**config.mk**
```make
export PLATFORM = sky130hd
export DESIGN_NAME = run_length_chunk_tracker_unit_flat
export DESIGN_NICKNAME = d
export VERILOG_FILES = /design/src/sv/rlct_pkg.sv /design/src/sv/rlct_req_if.sv /design/src/sv/rlct_res_if.sv /design/src/sv/rlct_dpath.sv /design/src/sv/rlct_ctrl.sv /design/src/sv/run_length_chunk_tracker_unit.sv /design/src/flat_wrapper.sv
export SDC_FILE = /design/constraint.sdc
export NUM_CORES = 2
export LEC_CHECK = 0
export ABC_AREA = 1
export BUFFER_PORTS_ARGS = -buffer_cell sky130_fd_sc_hd__buf_2
export CAP_MARGIN = 20
export CORE_MARGIN = 2
export CORE_UTILIZATION = 47
export CTS_CLUSTER_SIZE = 14
export DETAILED_ROUTE_END_ITERATION = 10
export GPL_TIMING_DRIVEN = 0
export REMOVE_ABC_BUFFERS = 1
export SLEW_MARGIN = 20
export SYNTH_ARGS = -nofsm -noshare
export SYNTH_HDL_FRONTEND = slang
export SYNTH_SLANG_ARGS = --single-unit
```
**constraint.sdc**
```tcl
create_clock -name clk -period 7.9 [get_ports clk]
set_input_delay 2.37 -clock clk [delete_from_list [all_inputs] [get_ports clk]]
set_output_delay 2.37 -clock clk [all_outputs]
set_load 0.005 [all_outputs]
```
**src/sv/rlct_pkg.sv**
```systemverilog
// rlct_pkg: shared constants, codes and controller/datapath bundles
// for the run-length chunk tracker. No dependencies.
package rlct_pkg;

  localparam int MAX_RUNS   = 64;
  localparam int INDEX_BITS = 32;
  localparam int POS_BITS   = INDEX_BITS + 1;
  localparam int ADDR_BITS  = $clog2(MAX_RUNS);
  localparam int RUN_BITS   = $clog2(MAX_RUNS + 1);
  localparam int FUNC_BITS  = 2;
  localparam int TOTAL_BITS = 7;

  localparam logic [FUNC_BITS-1:0] FN_MARK    = 2'd1;
  localparam logic [FUNC_BITS-1:0] FN_RESTART = 2'd2;

  // read address source
  typedef enum logic [1:0] {RD_SCAN, RD_MOVE, RD_NEXT} rsel_t;

  // write address source
  typedef enum logic [2:0] {
    WA_ZERO, WA_ONE, WA_KM1, WA_K, WA_KP1, WA_KP2, WA_N
  } wasel_t;

  // write data source
  typedef enum logic [3:0] {
    WD_ZERO, WD_TOTAL, WD_PREV_INC, WD_PREV_MERGE, WD_LEN_DEC,
    WD_ONE, WD_NEXT_INC, WD_OFF, WD_TAIL
  } wdsel_t;

  // run count update
  typedef enum logic [2:0] {
    NC_KEEP, NC_SET2, NC_DEC1, NC_DEC2, NC_INC1, NC_INC2
  } ncnt_t;

  typedef struct packed {
    logic   load;
    logic   scan_run;
    rsel_t  rsel;
    logic   wr;
    wasel_t wa;
    wdsel_t wd;
    logic   mv_start;
    logic   mv_up;
    ncnt_t  nop;
  } cmd_t;

  typedef struct packed {
    logic scan_hit;
    logic scan_miss;
    logic found;
    logic k_odd;
    logic off_zero;
    logic len_one;
    logic off_last;
    logic has_next;
    logic room1;
    logic room2;
    logic mv_busy;
  } stat_t;

endpackage

```
**src/sv/rlct_req_if.sv**
```systemverilog
// rlct_req_if: request channel of the chunk tracker
// depends on rlct_pkg
interface rlct_req_if import rlct_pkg::*; ();
  logic                  valid;
  logic                  ready;
  logic [FUNC_BITS-1:0]  func;
  logic [INDEX_BITS-1:0] chunk_index;

  modport source (output valid, func, chunk_index, input ready);
  modport sink   (input valid, func, chunk_index, output ready);
endinterface

```
**src/sv/rlct_res_if.sv**
```systemverilog
// rlct_res_if: result channel of the chunk tracker
// depends on rlct_pkg
interface rlct_res_if import rlct_pkg::*; ();
  logic                  valid;
  logic                  ready;
  logic                  held;
  logic                  rejected;
  logic [TOTAL_BITS-1:0] run_total;

  modport source (output valid, held, rejected, run_total, input ready);
  modport sink   (input valid, held, rejected, run_total, output ready);
endinterface

```
**src/sv/rlct_dpath.sv**
```systemverilog
// rlct_dpath: run length memory, scan accumulator and shift engine
// depends on rlct_pkg; driven by rlct_ctrl through cmd_t / stat_t
module rlct_dpath import rlct_pkg::*; (
  input  logic                  clk,
  input  logic                  rst_n,
  input  cmd_t                  cmd,
  output stat_t                 stat,
  input  logic [INDEX_BITS-1:0] in_index,
  input  logic                  cfg_we,
  input  logic [INDEX_BITS-1:0] cfg_data,
  output logic [RUN_BITS-1:0]   run_cnt
);

  logic [INDEX_BITS-1:0] mem [MAX_RUNS];
  logic [INDEX_BITS-1:0] rd_q;

  logic [INDEX_BITS-1:0] total_r, idx_r, prev_r, len_r, off_r;
  logic [POS_BITS-1:0]   pos_r;
  logic [RUN_BITS-1:0]   n_r, k_r, ra_r, dk_r;
  logic                  dv_r, found_r;
  logic [RUN_BITS-1:0]   mv_src_r, mv_cnt_r, mw_a_r;
  logic                  mv_up_r, mw_v_r;

  logic [RUN_BITS-1:0]   km1, kp1, kp2, wa_full;
  logic [ADDR_BITS-1:0]  raddr, waddr;
  logic [INDEX_BITS-1:0] wdata;
  logic                  we;
  logic [POS_BITS-1:0]   pos_end;
  logic                  ent_in, hit_now, miss_now;

  assign km1 = k_r - RUN_BITS'(1);
  assign kp1 = k_r + RUN_BITS'(1);
  assign kp2 = k_r + RUN_BITS'(2);

  // scan compare
  assign ent_in   = dk_r < n_r;
  assign pos_end  = pos_r + {1'b0, rd_q};
  assign hit_now  = cmd.scan_run && dv_r && ent_in && ({1'b0, idx_r} < pos_end);
  assign miss_now = cmd.scan_run && dv_r && !ent_in;

  always_comb begin
    case (cmd.rsel)
      RD_SCAN: raddr = ra_r[ADDR_BITS-1:0];
      RD_MOVE: raddr = mv_src_r[ADDR_BITS-1:0];
      RD_NEXT: raddr = kp1[ADDR_BITS-1:0];
      default: raddr = ra_r[ADDR_BITS-1:0];
    endcase
  end

  always_comb begin
    case (cmd.wa)
      WA_ZERO: wa_full = '0;
      WA_ONE:  wa_full = RUN_BITS'(1);
      WA_KM1:  wa_full = km1;
      WA_K:    wa_full = k_r;
      WA_KP1:  wa_full = kp1;
      WA_KP2:  wa_full = kp2;
      WA_N:    wa_full = n_r;
      default: wa_full = k_r;
    endcase
  end

  always_comb begin
    if (mw_v_r) begin
      we    = 1'b1;
      waddr = mw_a_r[ADDR_BITS-1:0];
      wdata = rd_q;
    end else begin
      we    = cmd.wr;
      waddr = wa_full[ADDR_BITS-1:0];
      case (cmd.wd)
        WD_ZERO:       wdata = '0;
        WD_TOTAL:      wdata = total_r;
        WD_PREV_INC:   wdata = prev_r + INDEX_BITS'(1);
        WD_PREV_MERGE: wdata = prev_r + rd_q + INDEX_BITS'(1);
        WD_LEN_DEC:    wdata = len_r - INDEX_BITS'(1);
        WD_ONE:        wdata = INDEX_BITS'(1);
        WD_NEXT_INC:   wdata = rd_q + INDEX_BITS'(1);
        WD_OFF:        wdata = off_r;
        WD_TAIL:       wdata = len_r - off_r - INDEX_BITS'(1);
        default:       wdata = '0;
      endcase
    end
  end

  // run length store
  always_ff @(posedge clk) begin
    if (we) begin
      mem[waddr] <= wdata;
    end
    rd_q <= mem[raddr];
  end

  // scan state
  always_ff @(posedge clk) begin
    if (!rst_n) begin
      dv_r    <= 1'b0;
      found_r <= 1'b0;
    end else if (cmd.load) begin
      idx_r   <= in_index;
      pos_r   <= '0;
      ra_r    <= '0;
      dv_r    <= 1'b0;
      found_r <= 1'b0;
    end else if (cmd.scan_run) begin
      ra_r <= ra_r + RUN_BITS'(1);
      dk_r <= ra_r;
      dv_r <= 1'b1;
      if (hit_now) begin
        found_r <= 1'b1;
        k_r     <= dk_r;
        len_r   <= rd_q;
        off_r   <= idx_r - pos_r[INDEX_BITS-1:0];
      end else if (dv_r && ent_in) begin
        pos_r  <= pos_end;
        prev_r <= rd_q;
      end
    end
  end

  // shift engine: one entry moved by two places per cycle
  always_ff @(posedge clk) begin
    if (!rst_n) begin
      mv_cnt_r <= '0;
      mw_v_r   <= 1'b0;
    end else if (cmd.mv_start) begin
      mv_up_r <= cmd.mv_up;
      mw_v_r  <= 1'b0;
      if (cmd.mv_up) begin
        mv_src_r <= n_r - RUN_BITS'(1);
        mv_cnt_r <= n_r - k_r - RUN_BITS'(1);
      end else begin
        mv_src_r <= kp2;
        mv_cnt_r <= n_r - k_r - RUN_BITS'(2);
      end
    end else if (mv_cnt_r != '0) begin
      mv_cnt_r <= mv_cnt_r - RUN_BITS'(1);
      mw_v_r   <= 1'b1;
      if (mv_up_r) begin
        mv_src_r <= mv_src_r - RUN_BITS'(1);
        mw_a_r   <= mv_src_r + RUN_BITS'(2);
      end else begin
        mv_src_r <= mv_src_r + RUN_BITS'(1);
        mw_a_r   <= mv_src_r - RUN_BITS'(2);
      end
    end else begin
      mw_v_r <= 1'b0;
    end
  end

  // run count and transfer size
  always_ff @(posedge clk) begin
    if (!rst_n) begin
      n_r     <= RUN_BITS'(2);
      total_r <= '0;
    end else begin
      if (cfg_we) begin
        total_r <= cfg_data;
      end
      case (cmd.nop)
        NC_SET2: n_r <= RUN_BITS'(2);
        NC_DEC1: n_r <= n_r - RUN_BITS'(1);
        NC_DEC2: n_r <= n_r - RUN_BITS'(2);
        NC_INC1: n_r <= n_r + RUN_BITS'(1);
        NC_INC2: n_r <= n_r + RUN_BITS'(2);
        default: n_r <= n_r;
      endcase
    end
  end

  always_comb begin
    stat.scan_hit  = hit_now;
    stat.scan_miss = miss_now;
    stat.found     = found_r;
    stat.k_odd     = k_r[0];
    stat.off_zero  = off_r == '0;
    stat.len_one   = len_r == INDEX_BITS'(1);
    stat.off_last  = off_r == (len_r - INDEX_BITS'(1));
    stat.has_next  = kp1 < n_r;
    stat.room1     = n_r < RUN_BITS'(MAX_RUNS);
    stat.room2     = n_r <= RUN_BITS'(MAX_RUNS - 2);
    stat.mv_busy   = (mv_cnt_r != '0) || mw_v_r;
  end

  assign run_cnt = n_r;

endmodule

```
**src/sv/rlct_ctrl.sv**
```systemverilog
// rlct_ctrl: sequencer for scan, run edits and list reload
// depends on rlct_pkg; drives rlct_dpath through cmd_t / stat_t
module rlct_ctrl import rlct_pkg::*; (
  input  logic                 clk,
  input  logic                 rst_n,
  input  logic                 in_valid,
  input  logic [FUNC_BITS-1:0] in_func,
  output logic                 in_ready,
  output cmd_t                 cmd,
  input  stat_t                stat,
  input  logic                 out_free,
  output logic                 res_valid,
  output logic                 res_held,
  output logic                 res_rej
);

  typedef enum logic [4:0] {
    S_INIT0, S_INIT1, S_IDLE, S_SCAN, S_DECIDE,
    S_A1_RD, S_A1_WR, S_RM_MOVE, S_A2_WR, S_A3_WR0, S_A3_WR1,
    S_B1_WR0, S_B1_WR1, S_B2_WR0, S_B2_WR1,
    S_C_MOVE, S_C_WR0, S_C_WR1, S_C_WR2, S_FINISH
  } state_t;

  state_t               state_r, state_nxt;
  logic [FUNC_BITS-1:0] func_r, func_nxt;
  logic                 restart_r, restart_nxt;
  logic                 held_r, held_nxt;
  logic                 rej_r, rej_nxt;

  always_comb begin
    state_nxt   = state_r;
    func_nxt    = func_r;
    restart_nxt = restart_r;
    held_nxt    = held_r;
    rej_nxt     = rej_r;
    cmd         = '0;
    cmd.rsel    = RD_SCAN;
    cmd.wa      = WA_K;
    cmd.wd      = WD_ZERO;
    cmd.nop     = NC_KEEP;
    in_ready    = 1'b0;
    res_valid   = 1'b0;
    unique case (state_r)
      S_INIT0: begin
        cmd.wr    = 1'b1;
        cmd.wa    = WA_ZERO;
        cmd.wd    = WD_ZERO;
        state_nxt = S_INIT1;
      end
      S_INIT1: begin
        cmd.wr    = 1'b1;
        cmd.wa    = WA_ONE;
        cmd.wd    = WD_TOTAL;
        cmd.nop   = NC_SET2;
        held_nxt  = 1'b0;
        rej_nxt   = 1'b0;
        state_nxt = restart_r ? S_FINISH : S_IDLE;
      end
      S_IDLE: begin
        in_ready = 1'b1;
        if (in_valid) begin
          cmd.load    = 1'b1;
          func_nxt    = in_func;
          held_nxt    = 1'b0;
          rej_nxt     = 1'b0;
          restart_nxt = in_func == FN_RESTART;
          state_nxt   = (in_func == FN_RESTART) ? S_INIT0 : S_SCAN;
        end
      end
      S_SCAN: begin
        cmd.scan_run = 1'b1;
        if (stat.scan_hit || stat.scan_miss) begin
          state_nxt = S_DECIDE;
        end
      end
      S_DECIDE: begin
        if (func_r != FN_MARK || !stat.found || !stat.k_odd) begin
          held_nxt  = stat.found && !stat.k_odd;
          state_nxt = S_FINISH;
        end else begin
          held_nxt = 1'b1;
          if (stat.off_zero) begin
            if (stat.len_one) begin
              state_nxt = stat.has_next ? S_A1_RD : S_A2_WR;
            end else begin
              state_nxt = S_A3_WR0;
            end
          end else if (stat.off_last) begin
            if (stat.has_next) begin
              state_nxt = S_B1_WR0;
            end else if (stat.room1) begin
              state_nxt = S_B2_WR0;
            end else begin
              held_nxt  = 1'b0;
              rej_nxt   = 1'b1;
              state_nxt = S_FINISH;
            end
          end else if (stat.room2) begin
            cmd.mv_start = 1'b1;
            cmd.mv_up    = 1'b1;
            state_nxt    = S_C_MOVE;
          end else begin
            held_nxt  = 1'b0;
            rej_nxt   = 1'b1;
            state_nxt = S_FINISH;
          end
        end
      end
      // missing run of one between two received runs
      S_A1_RD: begin
        cmd.rsel  = RD_NEXT;
        state_nxt = S_A1_WR;
      end
      S_A1_WR: begin
        cmd.wr       = 1'b1;
        cmd.wa       = WA_KM1;
        cmd.wd       = WD_PREV_MERGE;
        cmd.mv_start = 1'b1;
        cmd.mv_up    = 1'b0;
        state_nxt    = S_RM_MOVE;
      end
      S_RM_MOVE: begin
        cmd.rsel = RD_MOVE;
        if (!stat.mv_busy) begin
          cmd.nop   = NC_DEC2;
          state_nxt = S_FINISH;
        end
      end
      // last missing run of one
      S_A2_WR: begin
        cmd.wr    = 1'b1;
        cmd.wa    = WA_KM1;
        cmd.wd    = WD_PREV_INC;
        cmd.nop   = NC_DEC1;
        state_nxt = S_FINISH;
      end
      // head of a longer missing run
      S_A3_WR0: begin
        cmd.wr    = 1'b1;
        cmd.wa    = WA_KM1;
        cmd.wd    = WD_PREV_INC;
        state_nxt = S_A3_WR1;
      end
      S_A3_WR1: begin
        cmd.wr    = 1'b1;
        cmd.wa    = WA_K;
        cmd.wd    = WD_LEN_DEC;
        state_nxt = S_FINISH;
      end
      // tail of a missing run, received run follows
      S_B1_WR0: begin
        cmd.wr    = 1'b1;
        cmd.wa    = WA_K;
        cmd.wd    = WD_LEN_DEC;
        cmd.rsel  = RD_NEXT;
        state_nxt = S_B1_WR1;
      end
      S_B1_WR1: begin
        cmd.wr    = 1'b1;
        cmd.wa    = WA_KP1;
        cmd.wd    = WD_NEXT_INC;
        state_nxt = S_FINISH;
      end
      // tail of the last run, new received run appended
      S_B2_WR0: begin
        cmd.wr    = 1'b1;
        cmd.wa    = WA_K;
        cmd.wd    = WD_LEN_DEC;
        state_nxt = S_B2_WR1;
      end
      S_B2_WR1: begin
        cmd.wr    = 1'b1;
        cmd.wa    = WA_N;
        cmd.wd    = WD_ONE;
        cmd.nop   = NC_INC1;
        state_nxt = S_FINISH;
      end
      // split inside a missing run
      S_C_MOVE: begin
        cmd.rsel = RD_MOVE;
        if (!stat.mv_busy) begin
          state_nxt = S_C_WR0;
        end
      end
      S_C_WR0: begin
        cmd.wr    = 1'b1;
        cmd.wa    = WA_K;
        cmd.wd    = WD_OFF;
        state_nxt = S_C_WR1;
      end
      S_C_WR1: begin
        cmd.wr    = 1'b1;
        cmd.wa    = WA_KP1;
        cmd.wd    = WD_ONE;
        state_nxt = S_C_WR2;
      end
      S_C_WR2: begin
        cmd.wr    = 1'b1;
        cmd.wa    = WA_KP2;
        cmd.wd    = WD_TAIL;
        cmd.nop   = NC_INC2;
        state_nxt = S_FINISH;
      end
      S_FINISH: begin
        if (out_free) begin
          res_valid = 1'b1;
          state_nxt = S_IDLE;
        end
      end
      default: begin
        state_nxt = S_INIT0;
      end
    endcase
  end

  always_ff @(posedge clk) begin
    if (!rst_n) begin
      state_r   <= S_INIT0;
      restart_r <= 1'b0;
    end else begin
      state_r   <= state_nxt;
      restart_r <= restart_nxt;
    end
    func_r <= func_nxt;
    held_r <= held_nxt;
    rej_r  <= rej_nxt;
  end

  assign res_held = held_r;
  assign res_rej  = rej_r;

endmodule

```
**src/sv/run_length_chunk_tracker_unit.sv**
```systemverilog
// run_length_chunk_tracker_unit: chunk arrival tracker kept as a list of
// alternating received / missing run lengths.
// Requests enter on in_ch (func, chunk_index): query, mark received or
// restart the list from total_chunks. Each request gives one result on
// out_ch: held, rejected and the run count afterwards.
// total_chunks is loaded through cfg_we / cfg_data and is read by a restart
// and by the list setup after reset.
// A query or mark walks the run memory one entry per cycle. A mark that
// merges two runs or splits one also shifts the tail of the list one entry
// per cycle.
// One request is worked on at a time; in_ch.ready is high only between
// requests.
// After reset the list {0, 0} is written with in_ch.ready low.
// Results sit in an output register: the next request is taken while a
// result waits, and a stalled receiver holds the block only once a second
// result is ready.
// depends on rlct_pkg, rlct_req_if, rlct_res_if, rlct_ctrl, rlct_dpath
module run_length_chunk_tracker_unit import rlct_pkg::*; (
  input  logic                  clk,
  input  logic                  rst_n,
  rlct_req_if.sink              in_ch,
  rlct_res_if.source            out_ch,
  input  logic                  cfg_we,
  input  logic [INDEX_BITS-1:0] cfg_data
);

  cmd_t                cmd;
  stat_t               stat;
  logic [RUN_BITS-1:0] run_cnt;
  logic                out_free, res_valid, res_held, res_rej;

  logic                out_valid_r, held_r, rej_r;
  logic [RUN_BITS-1:0] tot_r;

  rlct_ctrl u_ctrl (
    .clk       (clk),
    .rst_n     (rst_n),
    .in_valid  (in_ch.valid),
    .in_func   (in_ch.func),
    .in_ready  (in_ch.ready),
    .cmd       (cmd),
    .stat      (stat),
    .out_free  (out_free),
    .res_valid (res_valid),
    .res_held  (res_held),
    .res_rej   (res_rej)
  );

  rlct_dpath u_dpath (
    .clk      (clk),
    .rst_n    (rst_n),
    .cmd      (cmd),
    .stat     (stat),
    .in_index (in_ch.chunk_index),
    .cfg_we   (cfg_we),
    .cfg_data (cfg_data),
    .run_cnt  (run_cnt)
  );

  assign out_free = !out_valid_r || out_ch.ready;

  // result register
  always_ff @(posedge clk) begin
    if (!rst_n) begin
      out_valid_r <= 1'b0;
    end else if (res_valid) begin
      out_valid_r <= 1'b1;
    end else if (out_ch.ready) begin
      out_valid_r <= 1'b0;
    end
    if (res_valid) begin
      held_r <= res_held;
      rej_r  <= res_rej;
      tot_r  <= run_cnt;
    end
  end

  assign out_ch.valid     = out_valid_r;
  assign out_ch.held      = held_r;
  assign out_ch.rejected  = rej_r;
  assign out_ch.run_total = TOTAL_BITS'(tot_r);

  a_one_request: assert property (@(posedge clk) disable iff (!rst_n)
    (in_ch.valid && in_ch.ready) |=> !in_ch.ready)
    else $error("request taken while another is in progress");

  a_rej_not_held: assert property (@(posedge clk) disable iff (!rst_n)
    (out_valid_r && rej_r) |-> !held_r)
    else $error("rejected mark reports chunk held");

  a_rej_full: assert property (@(posedge clk) disable iff (!rst_n)
    (out_valid_r && rej_r) |-> (tot_r >= RUN_BITS'(MAX_RUNS - 1)))
    else $error("mark rejected with room left in run list");

  a_count_range: assert property (@(posedge clk) disable iff (!rst_n)
    out_valid_r |-> (tot_r != '0 && tot_r <= RUN_BITS'(MAX_RUNS)))
    else $error("run count out of range");

endmodule
```
**src/flat_wrapper.sv**
```systemverilog
// flat-port wrapper written by rule: the top's interface ports become plain ports
module run_length_chunk_tracker_unit_flat import rlct_pkg::*;
  (clk, rst_n, cfg_we, cfg_data, in_ch_valid, in_ch_func, in_ch_chunk_index, in_ch_ready, out_ch_valid, out_ch_held, out_ch_rejected, out_ch_run_total, out_ch_ready);
  rlct_req_if in_ch_i ();
  rlct_res_if out_ch_i ();
  input  logic clk;
  input  logic rst_n;
  input  logic cfg_we;
  input  logic [INDEX_BITS-1:0] cfg_data;
  input wire logic [$bits(in_ch_i.valid)-1:0] in_ch_valid;
  input wire logic [$bits(in_ch_i.func)-1:0] in_ch_func;
  input wire logic [$bits(in_ch_i.chunk_index)-1:0] in_ch_chunk_index;
  output wire logic [$bits(in_ch_i.ready)-1:0] in_ch_ready;
  output wire logic [$bits(out_ch_i.valid)-1:0] out_ch_valid;
  output wire logic [$bits(out_ch_i.held)-1:0] out_ch_held;
  output wire logic [$bits(out_ch_i.rejected)-1:0] out_ch_rejected;
  output wire logic [$bits(out_ch_i.run_total)-1:0] out_ch_run_total;
  input wire logic [$bits(out_ch_i.ready)-1:0] out_ch_ready;
  assign in_ch_i.valid = in_ch_valid;
  assign in_ch_i.func = in_ch_func;
  assign in_ch_i.chunk_index = in_ch_chunk_index;
  assign in_ch_ready = in_ch_i.ready;
  assign out_ch_valid = out_ch_i.valid;
  assign out_ch_held = out_ch_i.held;
  assign out_ch_rejected = out_ch_i.rejected;
  assign out_ch_run_total = out_ch_i.run_total;
  assign out_ch_i.ready = out_ch_ready;
  run_length_chunk_tracker_unit u_core (.clk(clk), .rst_n(rst_n), .in_ch(in_ch_i), .out_ch(out_ch_i), .cfg_we(cfg_we), .cfg_data(cfg_data));
endmodule
```
# --- Yosys cells after proc, flatten, opt, wreduce, memory -nomap -nowiden ---
# Memories as Yosys holds them, arrays and structs flattened. A register that Yosys moved wholly into a read port is not among the register bits.
# Index checks and enable logic that the tools add are counted.
totals:
  ff_bits: 265
  mem_bits_rw: 2048
  inputBits: 71
  output_inout_bits: 11
  wordCells: 231
  memories: 1
memory_table:
  columns: ["name", "depth", "word_bits", "read_ports", "rd_clocked_by_memory_dff", "write_ports", "line_no", "rtl"]
  rows:
  - ["u_core.u_dpath.mem", 64, 32, 1, 1, 1, "rlct_dpath.sv:14", "logic [INDEX_BITS-1:0] mem [MAX_RUNS];"]
op_classes:
  add_sub_neg: 25
  order_cmp: 5
  eq_ne: 54
  muxes: 70
  bitwise_logic: 4
  n_reduce_logical: 46
ops:
  columns: ["cell", "n"]
  rows:
  - ["32-bit case mux with 8 select lines", 1]
  - ["33-bit 2-to-1 mux", 3]
  - ["32-bit by 1-bit adder with 32-bit output, second input constant", 3]
  - ["5-bit case mux with 16 select lines", 1]
  - ["8-bit case mux with 10 select lines", 1]
  - ["32-bit by 1-bit subtractor with 32-bit output, second input constant", 2]
  - ["32-bit subtractor", 2]
  - ["5-bit 2-to-1 mux", 12]
  - ["7-bit 2-to-1 mux", 8]
  - ["5-bit by 4-bit == test with 1-bit output, second input constant", 8]
  - ["6-bit case mux with 6 select lines", 1]
  - ["7-bit case mux with 5 select lines", 1]
  - ["33-bit by 32-bit adder with 33-bit output", 1]
  - ["32-bit by 33-bit < comparator with 1-bit output", 1]
  - ["32-bit adder", 1]
  - ["32-bit by 1-bit == test with 1-bit output, second input constant", 1]
  - ["32-bit == test", 1]
  - ["32-bit logical NOT", 1]
  - ["32-bit 2-to-1 mux", 1]
  - ["7-bit by 1-bit adder with 7-bit output, second input constant", 4]
  - ["7-bit by 1-bit subtractor with 7-bit output, second input constant", 4]
  - ["1-bit 2-to-1 mux", 25]
  - ["5-bit by 3-bit == test with 1-bit output, second input constant", 4]
  - ["5-bit == test, second input constant", 4]
  - ["49 further kinds", 113]

# --- Longest topological paths before layout ---
logic_depth:
  depth_word: 8
  mapped_depth: 33
  depth_no_buf: 33

# --- By module ---
# A second synthesis with hierarchy kept.
hier_totals:
  cells_unflattened: 9125
  hier_area_um2: 105666.3
modules_own_cells:
  columns: ["module", "instances", "cells_each", "area_per_inst_um2", "seq_area_each_um2"]
  rows:
  - ["rlct_dpath", 1, 8936, 104273.8, 68976.2]
  - ["rlct_ctrl", 1, 174, 1076.0, 240.2]
  - ["run_length_chunk_tracker_unit", 1, 15, 316.6, 290.3]

# --- Least setup slack after synthesis ---
# OpenSTA, ideal clock, no wires.
synth_path:
  kind: "flip-flop to flip-flop"
  start: "reg u_core.u_dpath.pos_r[0]"
  end: "reg u_core.u_dpath.k_r[0], enable pin"
  setup_time_ns: 0.501
  arrival_ns: 6.404
  required_ns: 7.399
  setup_slack_ns: 0.996
  stages_incl_launch_ff: 26
  path_buffers: 0
  period_less_slack_ns: 6.904
  path_cell_list: "edfxtp_1 ha_1 fa_1 nand2_1 o21ai_1 a21oi_1 o21ai_1 a21oi_1 o21ai_1 a21oi_1 o21ai_1 nand2_1 nand2_1 xnor2_1 ha_1 a21oi_1 nor3_1 a211oi_1 nand2_1 nand2_1 nand2_1 nand2_1 nand2_1 nand2_1 nand2_1 nor2_1"
synth_between:
  elab_chain_len: 4
synth_lines:
  columns: ["element", "line_no", "rtl"]
  rows:
  - ["start: declaration", "rlct_dpath.sv:18", "logic [POS_BITS-1:0] pos_r;"]
  - ["start signal: assignment", "rlct_dpath.sv:115", "pos_r <= pos_end;"]
  - ["33-bit by 32-bit adder with 33-bit output", "rlct_dpath.sv:37", "assign pos_end = pos_r + {1'b0, rd_q};"]
  - ["32-bit by 33-bit < comparator with 1-bit output", "rlct_dpath.sv:38", "assign hit_now = cmd.scan_run && dv_r && ent_in && ({1'b0, idx_r} < pos_end);"]
  - ["1-bit logical AND", "rlct_dpath.sv:38", null]
  - ["4-bit AND reduction (no source line)", null, null]
  - ["end signal: assignment", "rlct_dpath.sv:111", "k_r <= dk_r;"]
  - ["end: declaration", "rlct_dpath.sv:19", "logic [RUN_BITS-1:0] n_r, k_r, ra_r, dk_r;"]
# Every way passes these cells.
# A chain may end at the register's enable or synchronous reset.

# --- Final worst setup path ---
layout_path:
  start: "reg u_core.u_ctrl.state_r[0]"
  end: "reg u_core.u_dpath.rd_q[13], read port of u_core.u_dpath.mem"
layout_between:
  elab_chain_len: 5
  word_cells_on_any_way: 10
  cone_classes: "eq/ne (6); mux (2); reduce/logical (2)"
layout_lines:
  columns: ["element", "line_no", "rtl"]
  rows:
  - ["start: declaration", "rlct_ctrl.sv:24", "state_t state_r, state_nxt;"]
  - ["start signal: assignment", "rlct_ctrl.sv:221", "state_r <= state_nxt;"]
  - ["5-bit by 4-bit == test with 1-bit output / 5-bit by 3-bit == test with 1-bit output (equally long branches)", "rlct_ctrl.sv:43", "unique case (state_r)"]
  - ["2-bit OR reduction (no source line)", null, null]
  - ["2-bit case mux with 2 select lines (*)", "rlct_ctrl.sv:43", null]
  - ["2-bit == test / 2-bit by 1-bit == test with 1-bit output (equally long branches)", "rlct_dpath.sv:42", "case (cmd.rsel)"]
  - ["6-bit case mux with 2 select lines (*)", "rlct_dpath.sv:42", null]
  - ["end: declaration", "rlct_dpath.sv:15", "logic [INDEX_BITS-1:0] rd_q;"]
# Mark *: on every way between the ends. The rest lies on a longest branch, timed or not.

==> impl_metrics.env <==
export IMPL_slew_viol_final=0
export IMPL_vdd_ir_drop_max_v=0.000250
export IMPL_viasPerCell=6.00
export IMPL_place_gp_congestion=0.987
export IMPL_drcViolationCount=0
export IMPL_max_clock_freq_ghz=0.129
export IMPL_floorplan_die_area_um2=225000
export IMPL_initial_core_utilization_pct=47.3
export IMPL_antenna_left=0
export IMPL_report_final_hold_viol_count=0
export IMPL_p_leak_nw=42.2
export IMPL_synth_seq_area_share_pct=66.8
export IMPL_crit_type="reg -> reg"
export IMPL_cp_data_arrival_time_ns=8.46
export IMPL_timing_critical_path_fanout_max=125
export IMPL_grt_pass1_vias=69800
export IMPL_start_kind="flop"
export IMPL_synth_top_area_share_pct=65.2
export IMPL_io_buffer_count=81
export IMPL_layout_cells_non_filler=12400
export IMPL_finalHoldWorstSlack_ns=0.420
export IMPL_drtPass1Iterations=6
export IMPL_tritoncts_num_buffers=239
export IMPL_num_nets_final=9556
export IMPL_unrepaired_setup_endpoints_after_global_routing="false"
export IMPL_ys_async_sr_fraction_pct=0
export IMPL_path_clk_slew_ns=0.06
export IMPL_i_o_pin_count=82
export IMPL_synth_seq_cells=2344
export IMPL_placement_rows=172
export IMPL_endpoint_kind="flop"
export IMPL_run_status="complete, no violations"
export IMPL_max_cap_violations=0
export IMPL_power_per_cell_area_nw_per_um2=330
export IMPL_synth_ff_type="sky130_fd_sc_hd__edfxtp_1"
export IMPL_critical_path_required_ns=8.59
export IMPL_final_setup_tns_ns=0
export IMPL_syn_area_per_cell_um2=11.4
export IMPL_iter_0_drt_violations=9009
export IMPL_clock_insertion_delay_worst_skew_ns=0.90
export IMPL_pin_count_of_the_biggest_net_entering_global_routing=144
export IMPL_grt_overflow_total=0
export IMPL_floorplan_core_area_um2=220000
export IMPL_cts_num_sinks=2344
export IMPL_dpl_cell_count=12000
export IMPL_detail_route_wirelength_mm=321
export IMPL_placed_inst_area_um2=114000
export IMPL_timing_clock_skew_ns=0.0621
export IMPL_timing_hold_worst_class="reg -> reg"
export IMPL_vias_after_detailed_routing=74600
export IMPL_route_detailed_wl_per_inst_um=25.8
export IMPL_max_slew_margin_pct=16.9
export IMPL_final_setup_violations=0
export IMPL_cts_repair_timing_setup_buffer_count=0
export IMPL_cts_tree="yes"
export IMPL_cts_root_to_sink_buffers=3
export IMPL_fin_area_um2=122000
export IMPL_area_growth_pct=17.1
export IMPL_die_height_um=474
export IMPL_drive_gt1_share_pct=9.89
export IMPL_antenna_violations_before_repair=4
export IMPL_ctsRootBufferMaster="sky130_fd_sc_hd__clkbuf_16"
export IMPL_post_cts_resized_instances=0
export IMPL_grt_pass1_wl_mm=466
export IMPL_fp_dieW_um=474
export IMPL_yosys_area_top_type="sky130_fd_sc_hd__edfxtp_1"
export IMPL_final_period_minus_worst_setup_slack_ns=7.78
export IMPL_synth_edff_count=2256
export IMPL_cell_types_occupying_the_most_area_after_synthesis="sky130_fd_sc_hd__edfxtp_1 65%, sky130_fd_sc_hd__nor2_1 8.1%, sky130_fd_sc_hd__o21ai_0 4.9%"
export IMPL_yosysWarningCount=0
export IMPL_h_tree_depth=4
export IMPL_transition_time_at_the_pin_with_the_least_slew_margin_ns=1.23
export IMPL_grtUsageTotal_pct=28.2
export IMPL_synth_cell_area_um2=104000
export IMPL_synth_cells=9144
export IMPL_cts_hold_fix_buffers=0
export IMPL_period_utilization_post_route_pct=98.4
export IMPL_dp_final_hpwl_mm=220
export IMPL_synth_cell_types=59
[sequential cells by signal, summed over array words and instances (netlist names), 5 cells and up]
register / flops
u_core.u_dpath.mv_cnt_r: 7
u_core.u_dpath.pos_r: 33
u_core.u_dpath.mw_a_r: 6
u_core.u_dpath.run_cnt: 7
u_core.u_dpath.total_r: 32
u_core.u_dpath.k_r: 7
u_core.u_ctrl.state_r: 5
u_core.out_ch.run_total: 7
u_core.u_dpath.len_r: 32
u_core.u_dpath.ra_r: 7
u_core.u_dpath.mem: 2048
u_core.u_dpath.prev_r: 32
u_core.u_dpath.dk_r: 7
u_core.u_dpath.mv_src_r: 6
u_core.u_dpath.rd_q: 32
u_core.u_dpath.off_r: 32
u_core.u_dpath.idx_r: 32
[Yosys cell counts (all sizes together) (13+ instances only)]
library cell and instances:
a21o 14, a21oi 254, a22oi 13, a31oi 21, buf 66, clkbuf 430
dfxtp 88, edfxtp 2256, ha 203, inv 436, nand2 732, nand3 246
nand3b 14, nand4 47, nor2 2269, nor3 52, nor4 14, o2111ai 20
o211ai 23, o21ai 1047, o21bai 26, o221ai 133, o22ai 18, o32ai 506
or2 26, xnor2 46, xor2 74
[placed cells by master, fill, tap and decap left out, types with 13 or more instances in the layout]
cell,n
sky130_fd_sc_hd__clkbuf_16,244
sky130_fd_sc_hd__o221ai_1,133
sky130_fd_sc_hd__dfxtp_1,88
sky130_fd_sc_hd__o22ai_1,17
sky130_fd_sc_hd__o211ai_1,23
sky130_fd_sc_hd__edfxtp_1,2256
sky130_fd_sc_hd__a21o_1,14
sky130_fd_sc_hd__or2_2,26
sky130_fd_sc_hd__o21bai_1,26
sky130_fd_sc_hd__inv_1,410
sky130_fd_sc_hd__o2111ai_1,20
sky130_fd_sc_hd__a21oi_1,254
sky130_fd_sc_hd__nor2_1,2179
sky130_fd_sc_hd__buf_2,81
sky130_fd_sc_hd__xnor2_1,46
sky130_fd_sc_hd__inv_2,20
sky130_fd_sc_hd__buf_12,89
sky130_fd_sc_hd__clkinv_2,53
sky130_fd_sc_hd__a31oi_1,21
sky130_fd_sc_hd__nand3_1,235
sky130_fd_sc_hd__o21ai_4,30
sky130_fd_sc_hd__nand2_1,721
sky130_fd_sc_hd__nand4_1,46
sky130_fd_sc_hd__buf_8,17
sky130_fd_sc_hd__nand3b_1,14
sky130_fd_sc_hd__clkbuf_1,46
sky130_fd_sc_hd__nor2_4,74
sky130_fd_sc_hd__xor2_1,74
sky130_fd_sc_hd__nor2_2,16
sky130_fd_sc_hd__buf_6,37
sky130_fd_sc_hd__ha_1,203
sky130_fd_sc_hd__o21ai_1,29
sky130_fd_sc_hd__o21ai_0,984
sky130_fd_sc_hd__buf_16,161
sky130_fd_sc_hd__bufinv_16,18
sky130_fd_sc_hd__o32ai_1,506
sky130_fd_sc_hd__nor4_1,13
sky130_fd_sc_hd__nor3_1,49
sky130_fd_sc_hd__clkinv_1,62
[area by class of cell]
| cell class | count | area (um^2) |
|---|---|---|
| inverter | 440 | 1690 |
| antenna | 3 | 7.51 |
| timing repair buffer | 385 | 7290 |
| tap | 2958 | 3700 |
| fill | 18000 | 98000 |
| clock buffer | 292 | 6310 |
| sequential | 2344 | 69500 |
| clock inverter | 155 | 1420 |
| multi-input combinational | 5864 | 31800 |
[critical path, cell delays in order, from the launching register on]
cell and delay (ns):
sky130_fd_sc_hd__dfxtp_1 0.43, sky130_fd_sc_hd__nand2_1 0.21, sky130_fd_sc_hd__nor3_1 0.33, sky130_fd_sc_hd__inv_1 0.15, sky130_fd_sc_hd__ha_1 0.53, sky130_fd_sc_hd__inv_1 0.17
sky130_fd_sc_hd__nand3_1 0.17, sky130_fd_sc_hd__o21ai_4 0.21, sky130_fd_sc_hd__buf_16 0.24, sky130_fd_sc_hd__buf_16 0.17, sky130_fd_sc_hd__inv_8 0.33, sky130_fd_sc_hd__buf_16 0.35
sky130_fd_sc_hd__buf_16 0.44, sky130_fd_sc_hd__buf_16 0.35, sky130_fd_sc_hd__buf_16 0.41, sky130_fd_sc_hd__nor2_1 0.09, sky130_fd_sc_hd__o32ai_1 0.35, sky130_fd_sc_hd__nor2_1 0.07
sky130_fd_sc_hd__o22ai_1 0.60, sky130_fd_sc_hd__o21ai_1 0.42, sky130_fd_sc_hd__o21ai_0 1.06
[worst paths after layout]
kind | from | endpoint | slack [ns] | depth (start not counted)
setup / recovery | u_core.u_ctrl.state_r[0] | u_core.u_dpath.rd_q[13] | 0.12 | 20
hold / removal | u_core.u_ctrl.res_rej | u_core.out_ch.rejected | 0.42 | 0
setup reg to reg | u_core.u_ctrl.state_r[0] | u_core.u_dpath.rd_q[13] | 0.12 | 20
hold reg to reg | u_core.u_ctrl.res_rej | u_core.out_ch.rejected | 0.42 | 0
[cells by family after synthesis]
logic type,Yosys count,share of synthesized area (%)
XOR/XNOR,120,1.01
buffers and inverters,936,3.42
AO/OA/AOI/OAI,2128,13.0
flip-flops,2344,66.8
AND/OR/NAND/NOR,3404,13.1
multiplexers,1,0.00963
adder cells (fa/ha/maj),211,2.60
[metrics by stage]
stage | worst slack, ns | power (W) | util, %
6_report | 0.125 | 0.0402 | 55.4
5_1_grt | 0.0265 | 0.0417 | 55.4
4_1_cts | 0.383 | 0.0402 | 55.4
3_5_place_dp | 0.407 | 0.0291 | 51.9
3_3_place_gp | -153.00 | 0.0285 | 48.3
2_1_floorplan | -54.58 | 0.0236 | -
[layer usage]
layer | track usage, % | vias up | share of wire (%)
li1 | - | 33700 | -
met1 | 40.2 | 36900 | 42
met2 | 42.8 | 3424 | 44
met3 | 4.50 | 587 | 8.5
met4 | 12.0 | 2 | 4.6
met5 | 0 | - | 0.0040
[where the power goes]
part / total, W / internal [W] / switching, W
Sequential: 0.0172 / 0.0166 / 0.000600
Combinational: 0.0118 / 0.00354 / 0.00828
Clock: 0.0111 / 0.00627 / 0.00487
(Power assumes the default switching activity.)
